--- config.mk ---
export PLATFORM = sky130hd
export DESIGN_NAME = hclme_ctrl_flat
export DESIGN_NICKNAME = d
export VERILOG_FILES = /design/src/hclme_pkg.sv /design/src/hclme_if.sv /design/src/hclme_ctrl.sv /design/src/flat_wrapper.sv
export SDC_FILE = /design/constraint.sdc
export NUM_CORES = 2
export LEC_CHECK = 0
export ABC_AREA = 1
export BUFFER_PORTS_ARGS = -buffer_cell sky130_fd_sc_hd__buf_4
export CORE_UTILIZATION = 40
export DETAILED_ROUTE_END_ITERATION = 8
export PLACE_DENSITY = 0.59
export SETUP_SLACK_MARGIN = 0.1
export SYNTH_ARGS = -nofsm -noshare
export SYNTH_HDL_FRONTEND = slang
export SYNTH_SLANG_ARGS = --single-unit
--- constraint.sdc ---
create_clock -name clk -period 8.1 [get_ports clk]
set_input_delay 0.81 -clock clk [delete_from_list [all_inputs] [get_ports clk]]
set_output_delay 0.81 -clock clk [all_outputs]
set_load 0.02 [all_outputs]
--- src/hclme_pkg.sv ---
`timescale 1ns / 1ps
// ----------------------------------------------------------------------------
// hclme_pkg: shared types and constants for the hard-cross lattice engine
// Site codes, status codes, controller/datapath command and status structs.
// ----------------------------------------------------------------------------
package hclme_pkg;

  localparam int SIDE_DEF = 64;
  localparam int MAX_PART_DEF = 1024;

  localparam logic [1:0] SITE_EMPTY = 2'd0;
  localparam logic [1:0] SITE_CENTER = 2'd2;
  localparam logic [1:0] SITE_ARM = 2'd3;

  localparam logic [1:0] ST_DONE = 2'd0;
  localparam logic [1:0] ST_BLOCKED = 2'd1;
  localparam logic [1:0] ST_BAD = 2'd2;

  localparam logic OP_PLACE = 1'b0;
  localparam logic OP_MOVE = 1'b1;

  localparam logic [2:0] CLS_OTHER = 3'd4;

  // site access: row/col offsets relative to a base point
  typedef struct packed {
    logic       load;     // capture input beat
    logic       rd;       // issue a site read
    logic       wr;       // issue a site write
    logic       use_p0;   // base is particle 0
    logic [3:0] dr;       // signed row offset
    logic [3:0] dc;       // signed col offset
    logic [1:0] wdata;
    logic       chk_empty;  // accumulate "not empty" on returned data
    logic       chk_center; // accumulate "is center" on returned data
    logic       chk_self;   // returned data must be a center
    logic [2:0] cls_bit;    // classify bit slot (0 none, 1..5)
    logic       commit_pos; // write position table
    logic       clr_acc;
    logic       pos_rd;     // read position table for load index
  } hclme_cmd_t;

  typedef struct packed {
    logic hit;       // some checked site failed
    logic self_bad;  // stored center not a center
  } hclme_sts_t;

endpackage

--- src/hclme_if.sv ---
`timescale 1ns / 1ps
// ----------------------------------------------------------------------------
// hclme_in_if / hclme_out_if: valid/ready channels
// Input item and result item channels of the lattice engine.
// ----------------------------------------------------------------------------
interface hclme_in_if;
  logic       valid;
  logic       ready;
  logic       opcode;
  logic [9:0] particle;
  logic [1:0] direction;
  logic [5:0] place_row;
  logic [5:0] place_col;
  logic       measure;
  modport source (output valid, opcode, particle, direction, place_row, place_col, measure,
                  input ready);
  modport sink (input valid, opcode, particle, direction, place_row, place_col, measure,
                output ready);
endinterface

interface hclme_out_if;
  logic       valid;
  logic       ready;
  logic [1:0] status;
  logic [5:0] new_row;
  logic [5:0] new_col;
  logic [2:0] neighbour_class;
  logic       class_valid;
  modport source (output valid, status, new_row, new_col, neighbour_class, class_valid,
                  input ready);
  modport sink (input valid, status, new_row, new_col, neighbour_class, class_valid,
                output ready);
endinterface

--- src/hclme_ctrl.sv ---
`timescale 1ns / 1ps
// ----------------------------------------------------------------------------
// hclme_ctrl: sequencer for place, move and measure
// Steps through the site accesses of one item and drives the result beat.
// ----------------------------------------------------------------------------
module hclme_ctrl #(
  parameter int SIDE = 64,
  parameter int MAX_PARTICLES = 1024
) (
  input  logic                   clk,
  input  logic                   rst,
  hclme_in_if.sink               in_ch,
  hclme_out_if.source            out_ch,
  input  hclme_pkg::hclme_sts_t  sts,
  input  logic [5:0]             pos_row,
  input  logic [5:0]             pos_col,
  input  logic [2:0]             cls,
  output hclme_pkg::hclme_cmd_t  cmd,
  output logic                   clr_run,
  output logic [$clog2(SIDE*SIDE)-1:0] clr_addr,
  output logic                   opcode
);
  import hclme_pkg::*;

  localparam int NS = SIDE * SIDE;
  localparam int CAW = $clog2(NS);

  localparam logic [2:0] S_CLEAR = 3'd0;
  localparam logic [2:0] S_IDLE = 3'd1;
  localparam logic [2:0] S_POS = 3'd2;
  localparam logic [2:0] S_CHECK = 3'd3;
  localparam logic [2:0] S_WRITE = 3'd4;
  localparam logic [2:0] S_MEAS = 3'd5;
  localparam logic [2:0] S_OUT = 3'd6;
  localparam logic [2:0] S_POS0 = 3'd7;

  logic [2:0]  state;
  logic [4:0]  step;
  logic [CAW:0] ccnt;
  logic        placed [MAX_PARTICLES];
  logic        pl_q, p0_q;
  logic        idx_ok, cur_placed, meas, p0_placed;
  logic [9:0]  pidx;
  logic [1:0]  status;
  logic [2:0]  cls_q;
  logic        cv;

  localparam int PW = (MAX_PARTICLES > 1) ? $clog2(MAX_PARTICLES) : 1;

  assign clr_run = (state == S_CLEAR);
  assign clr_addr = ccnt[CAW-1:0];
  assign in_ch.ready = (state == S_IDLE);
  assign out_ch.valid = (state == S_OUT);
  assign out_ch.status = status;
  assign out_ch.neighbour_class = cls_q;
  assign out_ch.class_valid = cv;
  assign out_ch.new_row = (idx_ok && cur_placed) ? pos_row : 6'd0;
  assign out_ch.new_col = (idx_ok && cur_placed) ? pos_col : 6'd0;

  // sequence tables: place checks 0..4, place writes 0..4;
  // move: self check 0, excl checks 1..5, writes 0..7, commit 8; meas 0..4 then drain to 7
  function automatic hclme_cmd_t seq(input logic [2:0] st, input logic [4:0] s,
                                     input logic op);
    hclme_cmd_t c;
    c = '0;
    if (st == S_CHECK && op == OP_PLACE) begin
      c.rd = 1'b1;
      c.chk_empty = 1'b1;
      case (s)
        5'd0: begin c.dr = 4'd0; c.dc = 4'd0; end
        5'd1: begin c.dr = 4'd1; c.dc = 4'd0; end
        5'd2: begin c.dr = 4'hF; c.dc = 4'd0; end
        5'd3: begin c.dr = 4'd0; c.dc = 4'd1; end
        5'd4: begin c.dr = 4'd0; c.dc = 4'hF; end
        default: begin c.rd = 1'b0; c.chk_empty = 1'b0; end
      endcase
    end else if (st == S_WRITE && op == OP_PLACE) begin
      c.wr = 1'b1;
      c.wdata = SITE_ARM;
      case (s)
        5'd0: begin c.dr = 4'd1; c.dc = 4'd0; end
        5'd1: begin c.dr = 4'hF; c.dc = 4'd0; end
        5'd2: begin c.dr = 4'd0; c.dc = 4'd1; end
        5'd3: begin c.dr = 4'd0; c.dc = 4'hF; end
        default: begin c.wdata = SITE_CENTER; c.commit_pos = 1'b1; end
      endcase
    end else if (st == S_CHECK) begin
      // move, offsets as (forward, side)
      c.rd = 1'b1;
      case (s)
        5'd0: begin c.chk_self = 1'b1; end
        5'd1: begin c.chk_center = 1'b1; c.dr = 4'd3; c.dc = 4'd0; end
        5'd2: begin c.chk_center = 1'b1; c.dr = 4'd2; c.dc = 4'd1; end
        5'd3: begin c.chk_center = 1'b1; c.dr = 4'd2; c.dc = 4'hF; end
        5'd4: begin c.chk_center = 1'b1; c.dr = 4'd1; c.dc = 4'd2; end
        5'd5: begin c.chk_center = 1'b1; c.dr = 4'd1; c.dc = 4'hE; end
        default: c.rd = 1'b0;
      endcase
    end else if (st == S_WRITE) begin
      c.wr = 1'b1;
      case (s)
        5'd0: begin c.wdata = SITE_CENTER; c.dr = 4'd1; end
        5'd1: begin c.wdata = SITE_ARM; c.dr = 4'd2; end
        5'd2: begin c.wdata = SITE_ARM; c.dr = 4'd0; end
        5'd3: begin c.wdata = SITE_ARM; c.dr = 4'd1; c.dc = 4'd1; end
        5'd4: begin c.wdata = SITE_ARM; c.dr = 4'd1; c.dc = 4'hF; end
        5'd5: begin c.wdata = SITE_EMPTY; c.dc = 4'd1; end
        5'd6: begin c.wdata = SITE_EMPTY; c.dc = 4'hF; end
        5'd7: begin c.wdata = SITE_EMPTY; c.dr = 4'hF; end
        default: begin c.wr = 1'b0; c.dr = 4'd1; c.commit_pos = 1'b1; end
      endcase
    end else if (st == S_MEAS) begin
      c.use_p0 = 1'b1;
      c.rd = 1'b1;
      case (s)
        5'd0: begin c.dr = 4'hE; c.dc = 4'd1; c.cls_bit = 3'd1; end
        5'd1: begin c.dr = 4'hF; c.dc = 4'd2; c.cls_bit = 3'd2; end
        5'd2: begin c.dr = 4'd0; c.dc = 4'd3; c.cls_bit = 3'd3; end
        5'd3: begin c.dr = 4'd1; c.dc = 4'd2; c.cls_bit = 3'd4; end
        5'd4: begin c.dr = 4'd2; c.dc = 4'd1; c.cls_bit = 3'd5; end
        default: c.rd = 1'b0;
      endcase
    end
    return c;
  endfunction

  always_comb begin
    cmd = seq(state, step, opcode);
    cmd.load = in_ch.valid && in_ch.ready;
    cmd.clr_acc = (state == S_IDLE);
    // stored position needed for a move, or for a place on a used index
    cmd.pos_rd = (state == S_POS) && (opcode == OP_MOVE || pl_q);
  end

  always_ff @(posedge clk) begin
    if (state == S_WRITE && opcode == OP_PLACE && step == 5'd4) begin
      placed[PW'(pidx)] <= 1'b1;
    end
    if (state == S_CLEAR) begin
      placed[ccnt[PW-1:0]] <= 1'b0;
    end
    if (in_ch.valid && in_ch.ready) begin
      pl_q <= placed[PW'(in_ch.particle)];
      p0_q <= placed[0];
    end
  end

  always_ff @(posedge clk) begin
    if (rst) begin
      state <= S_CLEAR;
      ccnt <= '0;
      step <= '0;
      opcode <= OP_PLACE;
      idx_ok <= 1'b0;
      cur_placed <= 1'b0;
      p0_placed <= 1'b0;
      meas <= 1'b0;
      pidx <= '0;
      status <= ST_DONE;
      cls_q <= '0;
      cv <= 1'b0;
    end else begin
      case (state)
        S_CLEAR: begin
          ccnt <= ccnt + 1'b1;
          if (ccnt == (CAW+1)'(NS - 1)) state <= S_IDLE;
        end
        S_IDLE: begin
          if (in_ch.valid) begin
            opcode <= in_ch.opcode;
            pidx <= in_ch.particle;
            meas <= in_ch.measure;
            idx_ok <= ({22'd0, in_ch.particle} < 32'(MAX_PARTICLES));
            step <= '0;
            cls_q <= '0;
            cv <= 1'b0;
            state <= S_POS;
          end
        end
        S_POS: begin
          cur_placed <= idx_ok && pl_q;
          p0_placed <= p0_q;
          state <= S_CHECK;
          if (!idx_ok || (pl_q == (opcode == OP_PLACE))) begin
            status <= ST_BAD;
            state <= S_MEAS;
          end
        end
        S_CHECK: begin
          step <= step + 1'b1;
          if (step == 5'd7) begin
            step <= '0;
            if (sts.self_bad) begin
              status <= ST_BAD;
              state <= S_MEAS;
            end else if (sts.hit) begin
              status <= ST_BLOCKED;
              state <= S_MEAS;
            end else begin
              status <= ST_DONE;
              state <= S_WRITE;
            end
          end
        end
        S_WRITE: begin
          step <= step + 1'b1;
          if ((opcode == OP_PLACE && step == 5'd4) || step == 5'd8) begin
            step <= '0;
            if (opcode == OP_PLACE) cur_placed <= 1'b1;
            if (opcode == OP_PLACE && pidx == 10'd0) p0_placed <= 1'b1;
            state <= S_POS0;
          end
        end
        S_POS0: begin
          state <= S_MEAS;
        end
        S_MEAS: begin
          step <= step + 1'b1;
          if (!meas || !p0_placed) begin
            state <= S_OUT;
          end else if (step == 5'd7) begin
            cls_q <= cls;
            cv <= 1'b1;
            state <= S_OUT;
          end
        end
        S_OUT: begin
          if (out_ch.ready) state <= S_IDLE;
        end
        default: state <= S_IDLE;
      endcase
    end
  end

endmodule

--- src/flat_wrapper.sv ---
// flat-port wrapper written by rule: the top's interface ports become plain ports
module hclme_ctrl_flat import hclme_pkg::*;
#(
  parameter int SIDE = 64,
  parameter int MAX_PARTICLES = 1024
)
  (clk, rst, sts, pos_row, pos_col, cls, cmd, clr_run, clr_addr, opcode, in_ch_valid, in_ch_opcode, in_ch_particle, in_ch_direction, in_ch_place_row, in_ch_place_col, in_ch_measure, in_ch_ready, out_ch_valid, out_ch_status, out_ch_new_row, out_ch_new_col, out_ch_neighbour_class, out_ch_class_valid, out_ch_ready);
  hclme_in_if in_ch_i ();
  hclme_out_if out_ch_i ();
  input  logic clk;
  input  logic rst;
  input  hclme_pkg::hclme_sts_t sts;
  input  logic [5:0] pos_row;
  input  logic [5:0] pos_col;
  input  logic [2:0] cls;
  output hclme_pkg::hclme_cmd_t cmd;
  output logic clr_run;
  output logic [$clog2(SIDE*SIDE)-1:0] clr_addr;
  output logic opcode;
  input wire logic [$bits(in_ch_i.valid)-1:0] in_ch_valid;
  input wire logic [$bits(in_ch_i.opcode)-1:0] in_ch_opcode;
  input wire logic [$bits(in_ch_i.particle)-1:0] in_ch_particle;
  input wire logic [$bits(in_ch_i.direction)-1:0] in_ch_direction;
  input wire logic [$bits(in_ch_i.place_row)-1:0] in_ch_place_row;
  input wire logic [$bits(in_ch_i.place_col)-1:0] in_ch_place_col;
  input wire logic [$bits(in_ch_i.measure)-1:0] in_ch_measure;
  output wire logic [$bits(in_ch_i.ready)-1:0] in_ch_ready;
  output wire logic [$bits(out_ch_i.valid)-1:0] out_ch_valid;
  output wire logic [$bits(out_ch_i.status)-1:0] out_ch_status;
  output wire logic [$bits(out_ch_i.new_row)-1:0] out_ch_new_row;
  output wire logic [$bits(out_ch_i.new_col)-1:0] out_ch_new_col;
  output wire logic [$bits(out_ch_i.neighbour_class)-1:0] out_ch_neighbour_class;
  output wire logic [$bits(out_ch_i.class_valid)-1:0] out_ch_class_valid;
  input wire logic [$bits(out_ch_i.ready)-1:0] out_ch_ready;
  assign in_ch_i.valid = in_ch_valid;
  assign in_ch_i.opcode = in_ch_opcode;
  assign in_ch_i.particle = in_ch_particle;
  assign in_ch_i.direction = in_ch_direction;
  assign in_ch_i.place_row = in_ch_place_row;
  assign in_ch_i.place_col = in_ch_place_col;
  assign in_ch_i.measure = in_ch_measure;
  assign in_ch_ready = in_ch_i.ready;
  assign out_ch_valid = out_ch_i.valid;
  assign out_ch_status = out_ch_i.status;
  assign out_ch_new_row = out_ch_i.new_row;
  assign out_ch_new_col = out_ch_i.new_col;
  assign out_ch_neighbour_class = out_ch_i.neighbour_class;
  assign out_ch_class_valid = out_ch_i.class_valid;
  assign out_ch_i.ready = out_ch_ready;
  hclme_ctrl #(.SIDE(SIDE), .MAX_PARTICLES(MAX_PARTICLES)) u_core (.clk(clk), .rst(rst), .in_ch(in_ch_i), .out_ch(out_ch_i), .sts(sts), .pos_row(pos_row), .pos_col(pos_col), .cls(cls), .cmd(cmd), .clr_run(clr_run), .clr_addr(clr_addr), .opcode(opcode));
endmodule
==> impl_results.md <==
* Outcome: completed
* Library cells used by synthesis at 45
* Cts hold-fix bufs at 0
* Synth cell count leaders: nand2_1, nor2_1, nand3_1
* Antenna Cells at 0
* Simple-Gate Fraction of Synth Area at 0.289
* Minimum clock period at between 4 and 5 ns
* Final RePlAce weighted congestion at around 0.85
* Multi-input gate area at 14,900 um^2
* IO Pins at about 100
* HPWL after DPL at 69,000 um
* Critical-path cell list: inv_2, nand2_1, nor2_2, inv_16, o21ai_1, inv_2, nor2_1, inv_1, nor2_1, nand2_1, nor2_1
* Post-CTS sizing at 0
* Gate Count Post-Synth at about 5,100
* Syn_area_per_cell at about 9.5 um^2
* Clk Latency, worst-skew pair at 0.72 ns
* Async S/R FF share, synth at 0
* Hold crit path type: primary input to register
* Total wire length at around 140,000 um
* Reg area at ~32,000 um^2
* Sequential fraction of the synthesis area at 0.648
* Die Width at ~350 um
* Most numerous cell in the Yosys netlist: nand2_1
* CTS sink cnt at 1,068
* Fillcell total at between 10,000 and 15,000
* Top cell type by total area after synthesis: edfxtp_1
* Crit-path slowest cell: nand2_1
* Final slew viol count at 0
* Initial antenna violation count at 1
* Total track usage at 0.224
* Critical path endpoint category: register
* Share of Yosys cell area claimed by the top area cell type at 0.631
* Largest net degree at the start of global routing at 267
* Num CTS Buffers at between 100 and 150
* WP data required at 8.50 ns
* H-tree levels at 3
* Starting Density at 0.405
* Layout net count at ~5,000
* Worst Path Max Fanout at between 200 and 250
* Fmax at 0.218 GHz
* XOR/XNOR Fraction of Synth Area at 0.000179
* CP startpoint kind: register
* FF+latch count, synth at between 1,000 and 1,500
* Max Clock Skew at roughly 0.022 ns
* Main flop type after synthesis: edfxtp_1
* Number of global-route vias before repair at between 30,000 and 40,000
* First drt pass iteration count at 6
* Relative slew slack at 0.159
* Fin. Hold Viols at 0
* Area Overhead vs Synth at 10.2%
* DR WL/cell at about 21 um
* Post-Syn Nets at approximately 5,200
* IO Port Bufs at 89
* Lkg Pwr at 0.0180 uW
* Post-synthesis adder-cell area fraction at 0.00154
* Main area contributors after synthesis: edfxtp_1, nand3_1, nand2_1
* Die area at roughly 120,000 um^2
* Largest family of logic cells by synthesized area: simple AND/OR/NAND/NOR gates
* Layout cell share with drive strength beyond 1 at 0.0740
* Critical path type: register to register
* Power Dens Cells at roughly 280 nW/um^2
* Slowest Stage Delay on Critical Path at about 0.9 ns
* Multiplexer area fraction after synthesis at 0
* RSZ-0062 raised after global routing: no
* Drt via density at ~5.4
* Post-synthesis compound-gate area fraction at 0.0131
* Post-synth EDFFs at between 1,000 and 1,500
* Site Rows at 127
* Post-route DRC at 0
* Slew @ Worst Pin at approximately 1.3 ns
* Setup_tns at 0 ns
* Cell Area, Synth at around 49,000 um^2
* Detailed Route Iter0 Violations at around 4,000
* Clock transition at the registers of the reported paths at ~0.06 ns
* Period utilization at 0.567
* Die Ht at roughly 350 um
* Clock Tree Root: clkbuf_16
* Worst hold margin at 0.345 ns
* Total core area at 120,000 um^2
* Grt ovf at 0
* Yosys Warn Count at 0
* Critical Path AT at about 5 ns
* Final setup viols at 0
* Clk buf depth at 3
* Total setup buffers inserted after CTS at 0
* Cell mode on critical path: nor2_1
* Maxcap violations at 0
* Final ANT Viol Nets at 0
* CTS tree: built
* Vias at 36,200
* First-pass GRT wire length at about 210,000 um
* Peak supply drop at roughly 0.33 mV
[metrics by stage]
stage,std cells,util,area (um^2),worst slack [ns],total power [uW]
2_1_floorplan,5134,-,48800,2.00,9300
4_1_cts,6669,0.447,53800,3.38,15200
6_report,6669,0.447,53800,3.51,15200
3_5_place_dp,6456,0.418,50300,3.35,10300
3_3_place_gp,6456,0.418,50300,3.36,10300
5_1_grt,6669,0.447,53800,3.15,15700
[sequential cells by signal, indices dropped and copies added (netlist names)]
name	cells
u_core.out_ch.neighbour_class	3
u_core.cur_placed	1
u_core.opcode	1
u_core.p0_placed	1
u_core.pl_q	1
u_core.out_ch.class_valid	1
u_core.out_ch.status	2
u_core.placed	1024
u_core.meas	1
u_core.ccnt	13
u_core.state	3
u_core.step	5
u_core.p0_q	1
u_core.pidx	10
u_core.idx_ok	1
[path summary, 6_finish.rpt]
check,slack (ns),end,cells past startpoint,from
worst max register to register,3.51,u_core.placed[766],11,u_core.state[1]
worst max-delay path,3.51,u_core.placed[766],11,u_core.state[1]
worst min-delay path,0.35,u_core.meas,3,in_ch_measure
worst min register to register,0.47,u_core.out_ch.neighbour_class[2],2,u_core.out_ch.neighbour_class[2]
[report_power, final]
group          internal (uW)  switching, uW
Sequential              7130           41.6
Clock                   2780           2180
Combinational            434           2610
Total                  10300           4830
[placed cells by master (no fill, tap or decap), types with 2 or more instances in the layout]
cell and instances:
a211oi_1 5, a21oi_1 31, a221oi_1 4, a31oi_1 2, buf_12 5, buf_4 139
buf_8 2, bufinv_16 6, clkbuf_1 30, clkbuf_16 114, clkinv_1 42, clkinv_2 14
clkinvlp_4 3, dfxtp_1 42, edfxtp_1 1026, ha_1 6, inv_1 118, inv_16 5
inv_2 16, inv_6 2, inv_8 3, nand2_1 1123, nand2_2 32, nand3_1 1034
nand4_1 2, nor2_1 1135, nor2_2 21, nor2_4 2, nor3_1 10, nor4_1 4
o211ai_1 4, o21a_1 2, o21ai_0 38, o21ai_1 5, o21ai_2 5, o22ai_1 2
or2_1 7
[cell families after synthesis]
| group | Yosys count |
|---|---|
| AOI/OAI and AO/OA | 107 |
| buffers and inverters | 579 |
| adders and majority gates | 6 |
| DFF | 1068 |
| xor gates and xnor gates | 1 |
| and+or+nand+nor | 3373 |
[cell type report]
type | instances | share of cell area
sequential | 1068 | 0.588
multi-input combinational | 3487 | 0.277
clock buffer | 144 | 0.0551
tap | 1612 | 0.0375
timing repair buffer | 147 | 0.0220
inverter | 142 | 0.0106
clock inverter | 69 | 0.00997
[worst max-delay path: cells and delay by family, from the launching register on]
family,cells,cell delay (ns)
buffers and inverters,4,0.59
AOI/OAI and AO/OA,1,0.59
DFF,1,0.36
and+or+nand+nor,6,2.68
[layer usage]
layer	global-route usage	routed length, um	up-vias
met5	0	13	-
met4	0.0706	3890	2
met3	0.0298	10800	220
met2	0.381	67800	1313
met1	0.296	57800	17800
li1	-	-	16900
No activity file was read; power rests on OpenSTA's default activity.
